$ cat config.mk
export PLATFORM = sky130hd
export DESIGN_NAME = met_ctrl
export DESIGN_NICKNAME = d
export VERILOG_FILES = /design/src/sv/met_pkg.sv /design/src/sv/met_ctrl.sv
export SDC_FILE = /design/constraint.sdc
export NUM_CORES = 1
export LEC_CHECK = 0
export BUFFER_PORTS_ARGS = -buffer_cell sky130_fd_sc_hd__buf_2
export CORE_AREA = 2 2 39 41
export CTS_CLUSTER_DIAMETER = 50
export DETAILED_ROUTE_END_ITERATION = 16
export DIE_AREA = 0 0 41 43
export HOLD_SLACK_MARGIN = 0.15
export PLACE_DENSITY = 0.39
export SLEW_MARGIN = 40
export SYNTH_ARGS = -nofsm -noshare
export SYNTH_HDL_FRONTEND = slang
export SYNTH_SLANG_ARGS = --single-unit
$ cat constraint.sdc
create_clock -name i_clk -period 1.5 [get_ports i_clk]
set_clock_uncertainty 0.1 [all_clocks]
set_input_delay 0 -clock i_clk [delete_from_list [all_inputs] [get_ports i_clk]]
set_output_delay 0 -clock i_clk [all_outputs]
set_load 0.01 [all_outputs]
$ cat src/sv/met_pkg.sv
// shared types, constants and helpers for the escape-time pixel engine
`timescale 1ns / 1ps

package met_pkg;

    // fixed field widths
    localparam int COORD_W   = 10;
    localparam int DIM_W     = 11;
    localparam int WORD_W    = 32;
    localparam int CFG_IDX_W = 4;
    localparam int ITER_W    = 16;

    // mapping divider: |pos * span| fits in 43 bits, divisor is dim - 1
    localparam int DVD_W = 43;
    localparam int DVS_W = DIM_W;

    // configuration register indexes
    localparam logic [CFG_IDX_W-1:0] CFG_MIN_RE      = 4'd0;
    localparam logic [CFG_IDX_W-1:0] CFG_MAX_RE      = 4'd1;
    localparam logic [CFG_IDX_W-1:0] CFG_MIN_IM      = 4'd2;
    localparam logic [CFG_IDX_W-1:0] CFG_MAX_IM      = 4'd3;
    localparam logic [CFG_IDX_W-1:0] CFG_IMAGE_W     = 4'd4;
    localparam logic [CFG_IDX_W-1:0] CFG_IMAGE_H     = 4'd5;
    localparam logic [CFG_IDX_W-1:0] CFG_MAX_ITER    = 4'd6;
    localparam logic [CFG_IDX_W-1:0] CFG_ESCAPE_RSQ  = 4'd7;

    // configuration reset values
    localparam logic signed [WORD_W-1:0] RST_MIN_RE = -32'sd536870912;
    localparam logic signed [WORD_W-1:0] RST_MAX_RE = 32'sd268435456;
    localparam logic signed [WORD_W-1:0] RST_MIN_IM = -32'sd402653184;
    localparam logic signed [WORD_W-1:0] RST_MAX_IM = 32'sd402653184;
    localparam logic [DIM_W-1:0]         RST_IMAGE_W = 11'd512;
    localparam logic [DIM_W-1:0]         RST_IMAGE_H = 11'd512;
    localparam int                       RST_MAX_ITER = 120;
    localparam logic [WORD_W-1:0]        RST_ESCAPE_RSQ = 32'd1073741824;

    // controller states
    typedef enum logic [2:0] {
        S_IDLE,
        S_MUL,
        S_DSTART,
        S_DIV,
        S_MAP,
        S_ITER,
        S_HOLD
    } t_state;

    // controller to datapath
    typedef struct packed {
        logic capture;
        logic mult;
        logic div_start;
        logic map;
        logic iter;
        logic load_out;
    } t_cmd;

    // datapath to controller
    typedef struct packed {
        logic div_done;
        logic iter_done;
        logic out_free;
    } t_status;

    // clamp a wide signed value to the signed 32-bit range
    function automatic logic signed [WORD_W-1:0] sat32(input logic signed [63:0] v);
        logic signed [WORD_W-1:0] r;
        if (v > 64'sd2147483647) begin
            r = 32'sh7FFFFFFF;
        end else if (v < -64'sd2147483648) begin
            r = 32'sh80000000;
        end else begin
            r = 32'(v);
        end
        return r;
    endfunction

endpackage

$ cat src/sv/met_ctrl.sv
// controller state machine sequencing map, divide, iterate and hand-off
`timescale 1ns / 1ps

module met_ctrl
    import met_pkg::*;
(
    input  logic    i_clk,
    input  logic    i_rst_n,
    input  logic    i_in_valid,
    output logic    o_in_ready,
    input  t_status i_status,
    output t_cmd    o_cmd
);

    t_state r_state;
    t_state n_state;

    // state register
    always_ff @(posedge i_clk) begin
        if (!i_rst_n) begin
            r_state <= S_IDLE;
        end else begin
            r_state <= n_state;
        end
    end

    // next state
    always_comb begin
        n_state = r_state;
        unique case (r_state)
            S_IDLE:   if (i_in_valid) n_state = S_MUL;
            S_MUL:    n_state = S_DSTART;
            S_DSTART: n_state = S_DIV;
            S_DIV:    if (i_status.div_done) n_state = S_MAP;
            S_MAP:    n_state = S_ITER;
            S_ITER:   if (i_status.iter_done) n_state = S_HOLD;
            S_HOLD:   if (i_status.out_free) n_state = S_IDLE;
            default:  n_state = S_IDLE;
        endcase
    end

    // commands
    always_comb begin
        o_cmd      = '0;
        o_in_ready = 1'b0;
        unique case (r_state)
            S_IDLE: begin
                o_in_ready    = 1'b1;
                o_cmd.capture = i_in_valid;
            end
            S_MUL:    o_cmd.mult      = 1'b1;
            S_DSTART: o_cmd.div_start = 1'b1;
            S_DIV:    ;
            S_MAP:    o_cmd.map       = 1'b1;
            S_ITER:   o_cmd.iter      = 1'b1;
            S_HOLD:   o_cmd.load_out  = i_status.out_free;
            default:  ;
        endcase
    end

endmodule

; ---- Word-level counts from Yosys, hierarchy flattened
; Index checks and enable logic that the tools add are counted.
[classes]
eq_ne = 10
mux = 12
n_reduce_logical = 2
[op_table]
columns = op, count
row1 = $pmux 3 s7, 1
row2 = $mux 3, 4
row3 = $eq 3x3->1 const B, 3
row4 = $ne 2x2->1 const B, 4
row5 = $mux 1, 7
row6 = $eq 3x2->1 const B, 2
row7 = $reduce_and 4->1, 1
row8 = $eq 3x1->1 const B, 1
row9 = $logic_not 3->1, 1
[word_totals]
register_bits = 3
in_bits = 6
output_inout_bits = 7
wordCells = 25

; ---- Depth between registers and ports, before layout
; Gate-level depths: netlist of the first run.
[depth]
ltp_word = 3
mapped_depth = 4
depth_no_buf = 3

; ---- Worst setup path before layout of the first run
; OpenSTA, ideal clock, no wires.
[synth_timing]
path_kind = reg2reg
from = register r_state[2]
to = register r_state[0]
setup_ns = 0.123
t_arrival_ns = 0.805
t_required_ns = 1.277
slack_ns = 0.472
stages_incl_launch_ff = 4
n_path_buf = 1
period_less_slack_ns = 1.028
cell_sequence = dfxtp_1 -> buf_6 -> o41ai_2 -> nor2_1
[synth_between]
elab_chain_len = 3
elab_cells_between_ends = 13
cone_classes = 10 x eq/ne / 1 x mux / 2 x reduce/logical
[synth_rtl]
columns = item, line
row1 = "start, declared", met_ctrl.sv:15  ; t_state r_state;
row2 = "start signal, assigned", met_ctrl.sv:23  ; r_state <= n_state;
row3 = $eq 3x2->1 (tied with other cells), met_ctrl.sv:30  ; unique case (r_state)
row4 = $ne 2x2->1 (no source line), --
row5 = $reduce_and 4->1 (no source line), --
; Several ways; a longest one is shown, not always the timed one.
; A chain may end at the register's enable or synchronous reset.

==> qor.csv, run 1 <==
metric,value,unit
largest net degree at the start of global routing,15,
biggest regs,r_state (3),
RSZ-0062 raised after global routing,no,
initial antenna violation count,0,
Max clock buf depth,2,
critical-path cell list,nor3b_1 -> buf_2,
outcome,"finished, final reports clean",
"Seq/Total Area, Yosys",0.246,
"Core Util, Final",0.272,
DRT Pass-1 Iters,3,
H-tree depth,1,
Die H,43,um
P_int,0.238,mW
Critical Path Stages,2,
Fin Hold WS,455,ps
final hold viol count,0,
post-synth top area share,0.246,
Initial Util,0.176,
Finish-stage setup viols,0,
CP max-delay cell,dfxtp_1,
CORE AREA,1380,sq um
Total Wirelength,595,um
Die Span X,41,um
starting DRC count in detailed routing,1,
post-DR wirelength/cell,9.44,um
clock sinks,3,
setup TNS,0,ps
row count,14,
cells on worst reg2reg path,3,
actual slew at the worst max-slew pin,430,ps
Startpoint Class,register,
crit path DAT,1210,ps
"antenna viol nets, final",0,
Largest register FFs,3,
routability cong.,0.583,
biggest area consumer among synthesized cells,dfxtp_1,
antenna cells,0,
DRC viols,0,
Worst Hold Class,input pin to register,
"most common cell after layout, fill and taps aside",buf_2,
CP Launch Point,r_state[2],
HPWL after DPL,410,um
clk slew on worst S/H paths,40,ps
crit path max fanout,14,
share of cells above drive strength 1,0.383,
reg-to-reg endpoint,r_state[1],
Buffers & Inverters on Critical Path,1,
worst setup path end,o_cmd[1],
Die Area,1760,sq um
vias per cell,4.02,
worst path required time,1400,ps
Biggest register,r_state,
final worst-path cycle share,0.874,
P&R area growth vs syn,54.4,%
CP top delay family,flip-flops,
Congestion Overflow GR,0,
total number of vias,253,
first-pass GRT wire length,1000,um
clock power share,0.410,
slowest cell delay on critical path,570,ps
synthesized instance count,29,
Post-Layout Cell Count,63,
max_slew headroom,0.713,
fin nets,54,
crit path kind,register to primary output,
P per Cell Area,900,nW/um^2
peak supply drop,0.000344,V
Switching Fraction,0.298,
Root Driver,clkbuf_4,
cell leakage power,0.165,nW
number of global-route vias before repair,243,
post-synthesis register bit count,3,
Comb pwr share,0.258,
reg-to-reg critical path startpoint,r_state[2],
ranking of synthesized cells by area,"dfxtp_1 (25%), nor3b_1 (9.2%), o41ai_2 (6.7%)",
Post-Syn Nets,35,
placed cell count,54,
setup ws final,190,ps
CTS tree,done,
Synth cell types,23,
clk_lat worst skew,230,ps
fmax,763,MHz
max-cap viol count,0,
Synth Warn #,0,
Top Ports,13,
Global Route Usage Sum,0.0853,
part of the power in registers,0.332,
Post-Place Setup Slack,303,ps
Post-Syn Area,244,sq um
"Slew Viols, Final",0,
Avg Inst Size Synth,8.41,sq um
CP endpoint kind,primary output,
Port Buffer Count,12,
Worst R2R Setup Slack,290,ps
Final Critical Period,1310,ps
Switch Pwr,0.101,mW
postcts setup bufs,0,
TritonCTS Buffers,3,
"commonest non-fill, non-tap cells in the layout","buf_2 (12), dlygate4sd3_1 (5)",
-- tightest hold or removal path, stage by stage --
cell	delay (ps)
dlygate4sd3_1	510
buf_2	130
o21a_1	110
-- worst min path at each step --
stage / cells after the start / from / slack [ps] / end
final: 3 / i_rst_n / 460 / r_state[1]
after global routing: 4 / i_rst_n / 470 / r_state[0]
after CTS: 3 / i_rst_n / 450 / r_state[1]
after detailed placement: 3 / i_rst_n / 160 / r_state[0]
after global placement: 3 / i_rst_n / 150 / r_state[0]
after floorplan: 2 / i_rst_n / 4 / r_state[0]
-- power by group through the flow --
stage          sequential (mW)  combinational, mW  clock [mW]
2_1_floorplan           0.0933             0.0738           0
3_3_place_gp             0.113             0.0798           0
3_5_place_dp             0.113             0.0792           0
4_1_cts                  0.112             0.0893       0.149
5_1_grt                  0.117              0.100       0.154
6_report                 0.112             0.0876       0.139
-- per-stage QoR --
| step | area (sq um) | total power, mW |
|---|---|---|
| after global placement | 300 | 0.193 |
| after detailed placement | 300 | 0.192 |
| final | 377 | 0.339 |
| after floorplan | 244 | 0.167 |
| after CTS | 377 | 0.350 |
| after global routing | 377 | 0.371 |
-- cells by family (layout without fill, tap and decap cells) --
family	after synthesis	after routing	share of synthesized area
buffers and inverters	4	22	0.123
flip-flops	3	3	0.246
AO/OA/AOI/OAI	6	6	0.221
AND/OR/NAND/NOR	16	16	0.410
-- layer usage --
metal | routed length [um] | track usage | part of all wire
met2 | 276 | 0.109 | 0.46
met4 | 0 | 0.0800 | 0
met1 | 269 | 0.112 | 0.45
met3 | 49 | 0.0157 | 0.082
met5 | 0 | 0 | 0
-- timing repair --
action	CTS	global route
hold buffers	5	0
resized for setup	0	0
endpoints found under the hold margin	3	0
-- cells in the mapped netlist, drive strengths merged --
cell type  n
o41ai      1
nor3b      3
inv        1
nand2      3
and4       1
a21boi     1
and3       1
o21a       1
a221oi     1
nor2b      1
nand3      1
nor3       2
and2       1
o21ai      1
dfxtp      3
buf        3
nand4b     1
nand2b     1
nor2       1
o311ai     1
-- cell type report --
type	instances	area, sq um
Multi-Input combinational cell	22	154
Timing Repair Buffer	17	110
Fill cell	158	1010
Clock buffer	4	26.3
Inverter	1	6.26
Sequential cell	3	60.1
Tap cell	16	20.0
Note: power is estimated with default switching activity, not from simulation.
==> run 2: changes to the inputs <==
--- a/config.mk
+++ b/config.mk
@@ -12,6 +12,7 @@
 export DIE_AREA = 0 0 41 43
 export HOLD_SLACK_MARGIN = 0.15
 export PLACE_DENSITY = 0.39
+export RECOVER_POWER = 100
 export SLEW_MARGIN = 40
 export SYNTH_ARGS = -nofsm -noshare
 export SYNTH_HDL_FRONTEND = slang
==> run 2 against run 1 <==
Against the previous run:
- sequential share of layout area up 0.49 points
- total power down 1.9%
- core utilization down 0.81 points
- clock power about the same
- register-to-register slack worse by 20 ps
- die area unchanged
- largest power group unchanged
==> qor.csv, run 2 (synthesis gave the netlist of run 1 again) <==
metric,value,unit,change
outcome,"finished, final reports clean",,
DRT Pass-1 Iters,3,,unchanged
HPWL after DPL,410,um,unchanged
setup TNS,0,ps,unchanged
max-cap viol count,0,,unchanged
total power draw,0.332,mW,-1.9%
starting DRC count in detailed routing,3,,+2
actual slew at the worst max-slew pin,395,ps,-35.5 ps
Die H,43,um,unchanged
crit path max fanout,14,,unchanged
Global Route Usage Sum,0.0853,,unchanged
cell leakage power,0.141,nW,-15%
routability cong.,0.583,,unchanged
hold path depth,3,,unchanged
Root Driver,clkbuf_4,,
RSZ-0062 raised after global routing,no,,
Die Span X,41,um,unchanged
fmax,765,MHz,+0.24%
cells on worst reg2reg path,3,,unchanged
"antenna viol nets, final",0,,unchanged
Top Ports,13,,unchanged
Worst R2R Setup Slack,270,ps,-20 ps
P per Cell Area,909,nW/um^2,+1.1%
Min-Delay Endpoint,r_state[1],,
Finish-stage setup viols,0,,unchanged
clock sinks,3,,unchanged
share of cells above drive strength 1,0.255,,-0.128
worst path required time,1400,ps,about the same
TritonCTS Buffers,3,,unchanged
Fillers,163,,+3.2%
final worst-path cycle share,0.872,,-0.00209
final instance area,365,sq um,-3.0%
Worst Hold Class,input pin to register,,
peak supply drop,0.000341,V,-0.90%
first-pass GRT wire length,1000,um,unchanged
post-DR wirelength/cell,9.40,um,-0.50%
number of global-route vias before repair,243,,unchanged
CTS tree,done,,
clk_lat worst skew,230,ps,about the same
Total Wirelength,592,um,-0.50%
Die Area,1760,sq um,unchanged
"commonest non-fill, non-tap cells in the layout","buf_2 (7), clkbuf_1 (6), dlygate4sd3_1 (5)",,
max_slew headroom,0.737,,+0.0237
largest net degree at the start of global routing,15,,unchanged
vias per cell,4.06,,+1.2%
"Slew Viols, Final",0,,unchanged
Max clock buf depth,2,,unchanged
clk slew on worst S/H paths,40,ps,about the same
Startpoint Class,register,,
CORE AREA,1380,sq um,unchanged
CP Launch Point,r_state[2],,
crit path DAT,1210,ps,about the same
total number of vias,256,,+1.2%
biggest regs,r_state (3),,
Congestion Overflow GR,0,,unchanged
post-CTS sizing,0,,unchanged
Largest register FFs,3,,unchanged
"most common cell after layout, fill and taps aside",buf_2,,
CP endpoint kind,primary output,,
reg-to-reg endpoint,r_state[0],,
Biggest register,r_state,,
antenna cells,0,,unchanged
Multi-input gate area,149,sq um,-3.3%
P&R area growth vs syn,49.7,%,
reg-to-reg critical path startpoint,r_state[0],,
fin nets,54,,unchanged
row count,14,,unchanged
final hold viol count,0,,unchanged
Port Buffer Count,12,,unchanged
Reg area,60.1,sq um,unchanged
H-tree depth,1,,unchanged
HP Start,i_rst_n,,
Post-Place Cell Area,300,sq um,unchanged
DRC viols,0,,unchanged
Final Critical Period,1310,ps,-3.14 ps
initial antenna violation count,0,,unchanged
Initial Util,0.176,,unchanged
crit path kind,register to primary output,,
run 2: routing by layer:
| metal | vias up | part of all wire | global-route usage |
|---|---|---|---|
| met5 | - | 0 | 0 |
| met4 | 0 | 0 | 0.0800 |
| met3 | 0 | 0.088 | 0.0157 |
| met2 | 8 | 0.47 | 0.109 |
| met1 | 106 | 0.44 | 0.112 |
| li1 | 142 | - | - |
run 2: final cells by class:
type                       instances  share of cell area
clock buffer                       4              0.0719
inverter                           1              0.0171
multi-input combinational         22               0.408
sequential                         3               0.164
tap                               16              0.0548
timing repair buffer              17               0.284
run 2: per-stage QoR:
step	setup slack, ps	hold slack (ps)	cells	util
2_1_floorplan	472	3.83	29	-
3_3_place_gp	255	155	54	0.217
3_5_place_dp	303	159	54	0.217
4_1_cts	202	449	63	0.272
5_1_grt	40.1	467	63	0.264
6_report	193	455	63	0.264
run 2: worst max path at each step:
stage,endpoint,depth (start not counted)
2_1_floorplan,r_state[0],3
3_5_place_dp,r_state[1],3
5_1_grt,o_cmd[2],2
4_1_cts,o_cmd[1],2
3_3_place_gp,r_state[1],3
6_report,o_cmd[1],2
run 2: what timing repair did:
| item | in CTS | in global routing |
|---|---|---|
| setup endpoints to repair | 0 | 0 |
| buffers inserted | 0 | 0 |
| hold endpoints to repair | 3 | 0 |
| hold buffers | 5 | 0 |
run 2: power breakdown:
| group | switching, mW | internal (mW) |
|---|---|---|
| registers | 0.0225 | 0.0882 |
| clock network | 0.0393 | 0.0995 |
| logic | 0.0374 | 0.0454 |
| total | 0.0992 | 0.233 |
run 2: critical path, cell delays in order, from the launching register on:
cell and delay, ps:
dfxtp_1 550, nor3b_1 250, clkbuf_1 180
==> run 3: changes to the inputs <==
--- a/config.mk
+++ b/config.mk
@@ -11,7 +11,7 @@
 export DETAILED_ROUTE_END_ITERATION = 16
 export DIE_AREA = 0 0 41 43
 export HOLD_SLACK_MARGIN = 0.15
-export PLACE_DENSITY = 0.39
+export PLACE_DENSITY = 0.45
 export RECOVER_POWER = 100
 export SLEW_MARGIN = 40
 export SYNTH_ARGS = -nofsm -noshare
==> constraint.sdc (replaced) <==
create_clock -name i_clk -period 1.5 [get_ports i_clk]
set_clock_uncertainty 0.1 [all_clocks]
set_input_delay 0.15 -clock i_clk [delete_from_list [all_inputs] [get_ports i_clk]]
set_output_delay 0.15 -clock i_clk [all_outputs]
set_load 0.01 [all_outputs]
==> run 3 against run 2 <==
Against the previous run:
- register-to-register slack gained 100 ps
- global-route usage shrank 0.61 points
- total power grew 2.5%
- first-iteration DRC count grew 100%
- clock power grew 4%
- via count grew 3.1%
- final area shrank 0.68%
- setup slack lost 59 ps
- maximum frequency shrank 4.3%
- non-clock buffer count shrank 1
- critical endpoint is now o_cmd[0]
==> qor.csv, run 3 (synthesis gave the netlist of run 1 again) <==
metric,value,unit,change
first-pass GRT wire length,890,um,-11%
total number of vias,264,,+3.1%
fmax,732,MHz,-4.3%
worst path required time,1250,ps,-150 ps
placed cell count,54,,unchanged
critical-path cell list,dlygate4sd3_1 -> clkbuf_1 -> and4_1 -> buf_2,,
CP endpoint kind,primary output,,
outcome,"finished, final reports clean",,
DRT Pass-1 Iters,2,,-1
Port Buffer Count,12,,unchanged
clock power share,0.423,,+0.005
initial antenna violation count,0,,unchanged
P per Cell Area,938,nW/um^2,+3.2%
Die Span X,41,um,unchanged
CTS tree,done,,
post-DR wirelength/cell,9.84,um,+4.7%
antenna cells,0,,unchanged
Min-Delay Endpoint,r_state[0],,
Root Driver,clkbuf_4,,
max-cap viol count,0,,unchanged
Initial Util,0.176,,unchanged
fin nets,53,,-1.9%
Top Ports,13,,unchanged
share of cells above drive strength 1,0.326,,+0.0708
Post-Place Setup Slack,284,ps,-19.7 ps
Fin Hold WS,158,ps,-297 ps
slowest cell delay on critical path,530,ps,-20 ps
"antenna viol nets, final",0,,unchanged
biggest regs,r_state (3),,
number of global-route vias before repair,206,,-15%
Max clock buf depth,2,,unchanged
starting DRC count in detailed routing,6,,+3
CP max-delay cell,dlygate4sd3_1,,
CORE AREA,1380,sq um,unchanged
Largest register FFs,3,,unchanged
final worst-path cycle share,0.911,,+0.0395
cells on worst reg2reg path,3,,unchanged
setup ws final,134,ps,-59.2 ps
Die Area,1760,sq um,unchanged
Buffers & Inverters on Critical Path,3,,+2
final hold viol count,0,,unchanged
Biggest register,r_state,,
Total Wirelength,610,um,+3.0%
Switch Pwr,0.106,mW,+7.0%
Post-Layout Cell Count,62,,-1.6%
clock sinks,3,,unchanged
P&R area growth vs syn,48.7,%,
part of the power in registers,0.339,,+0.006
setup TNS,0,ps,unchanged
H-tree depth,1,,unchanged
Fillers,165,,+1.2%
max_slew headroom,0.797,,+0.0603
P_int,0.234,mW,+0.55%
clk slew on worst S/H paths,40,ps,about the same
TritonCTS Buffers,3,,unchanged
routability cong.,0.626,,+7.4%
reg-to-reg critical path startpoint,r_state[0],,
hold path depth,4,,+1
Switching Fraction,0.312,,+0.0132
HPWL after DPL,411,um,+0.22%
HP Start,i_status[1],,
Worst Hold Class,input pin to register,,
peak supply drop,0.000364,V,+6.7%
"Slew Viols, Final",0,,unchanged
Comb pwr share,0.238,,-0.011
Congestion Overflow GR,0,,unchanged
Startpoint Class,input pin,,
vias per cell,4.26,,+4.8%
cell leakage power,0.138,nW,-2.0%
actual slew at the worst max-slew pin,301,ps,-93.8 ps
Final Critical Period,1370,ps,+59.2 ps
reg-to-reg endpoint,r_state[0],,
CP top delay family,buffers and inverters,,
Global Route Usage Sum,0.0792,,-0.00610
"commonest non-fill, non-tap cells in the layout","clkbuf_1 (7), buf_2 (6), dlygate4sd3_1 (4)",,
Worst R2R Setup Slack,370,ps,+100 ps
Finish-stage setup viols,0,,unchanged
crit path DAT,1120,ps,-90 ps
row count,14,,unchanged
"most common cell after layout, fill and taps aside",clkbuf_1,,
crit path max fanout,3,,-11
largest net degree at the start of global routing,15,,unchanged
RSZ-0062 raised after global routing,no,,
total power draw,0.340,mW,+2.5%
crit path kind,input pin to primary output,,
Die H,43,um,unchanged
clk_lat worst skew,230,ps,about the same
DRC viols,0,,unchanged
-- run 3: cell types whose count changed in the layout (fill, tap and decap cells not counted), sizes merged --
cell | before | now
buf | 7 | 6
clkbuf | 9 | 10
dlygate4sd3 | 5 | 4
-- run 3: area by class of cell --
type                            instances  area, sq um  share of cell area
Timing Repair Buffer                   16         92.6               0.255
Clock buffer                            4         26.3              0.0724
Sequential cell                         3         63.8               0.176
Tap cell                               16         20.0              0.0552
Multi-Input combinational cell         22          154               0.424
Inverter                                1         6.26              0.0172
-- run 3: layer usage --
layer / part of all wire / GRT usage / vias to the layer above
met1: 0.51 / 0.102 / 115
met5: 0 / 0 / -
met3: 0.085 / 0.0785 / 0
li1: - / - / 140
met4: 0 / 0.0200 / 0
met2: 0.40 / 0.0906 / 9
-- run 3: stage by stage --
stage          utilization  area (sq um)
3_5_place_dp         0.217           300
2_1_floorplan            -           244
6_report             0.262           363
5_1_grt              0.262           363
3_3_place_gp         0.217           300
4_1_cts              0.265           367
-- run 3: worst max path at each step --
| stage | from | to | slack (ps) | cells after the start |
|---|---|---|---|---|
| floorplan | r_state[0] | o_cmd[5] | 350 | 3 |
| global placement | r_state[2] | o_cmd[1] | 270 | 2 |
| detailed placement | r_state[2] | r_state[1] | 280 | 3 |
| CTS | r_state[2] | o_cmd[1] | 20 | 2 |
| global route | r_state[2] | o_cmd[1] | 70 | 2 |
| finish | i_status[0] | o_cmd[0] | 130 | 4 |
-- run 3: power groups by stage --
stage | logic [mW] | clock network (mW) | registers (mW)
finish | 0.0810 | 0.144 | 0.115
global route | 0.0922 | 0.165 | 0.117
CTS | 0.0862 | 0.153 | 0.113
detailed placement | 0.0781 | 0 | 0.114
global placement | 0.0790 | 0 | 0.114
floorplan | 0.0738 | 0 | 0.0933
-- run 3: worst min-delay path: cells and delay by family --
family          cells  cell delay [ps]
buf+inv             1               90
compound gates      1              100
simple gates        2              120
-- run 3: timing repair --
action / in CTS / in global routing
hold buffers: 4 / 0
resized for setup: 0 / 3
endpoints found under the hold margin: 3 / 0
setup endpoints to repair: 0 / 6
setup buffers: 0 / 0
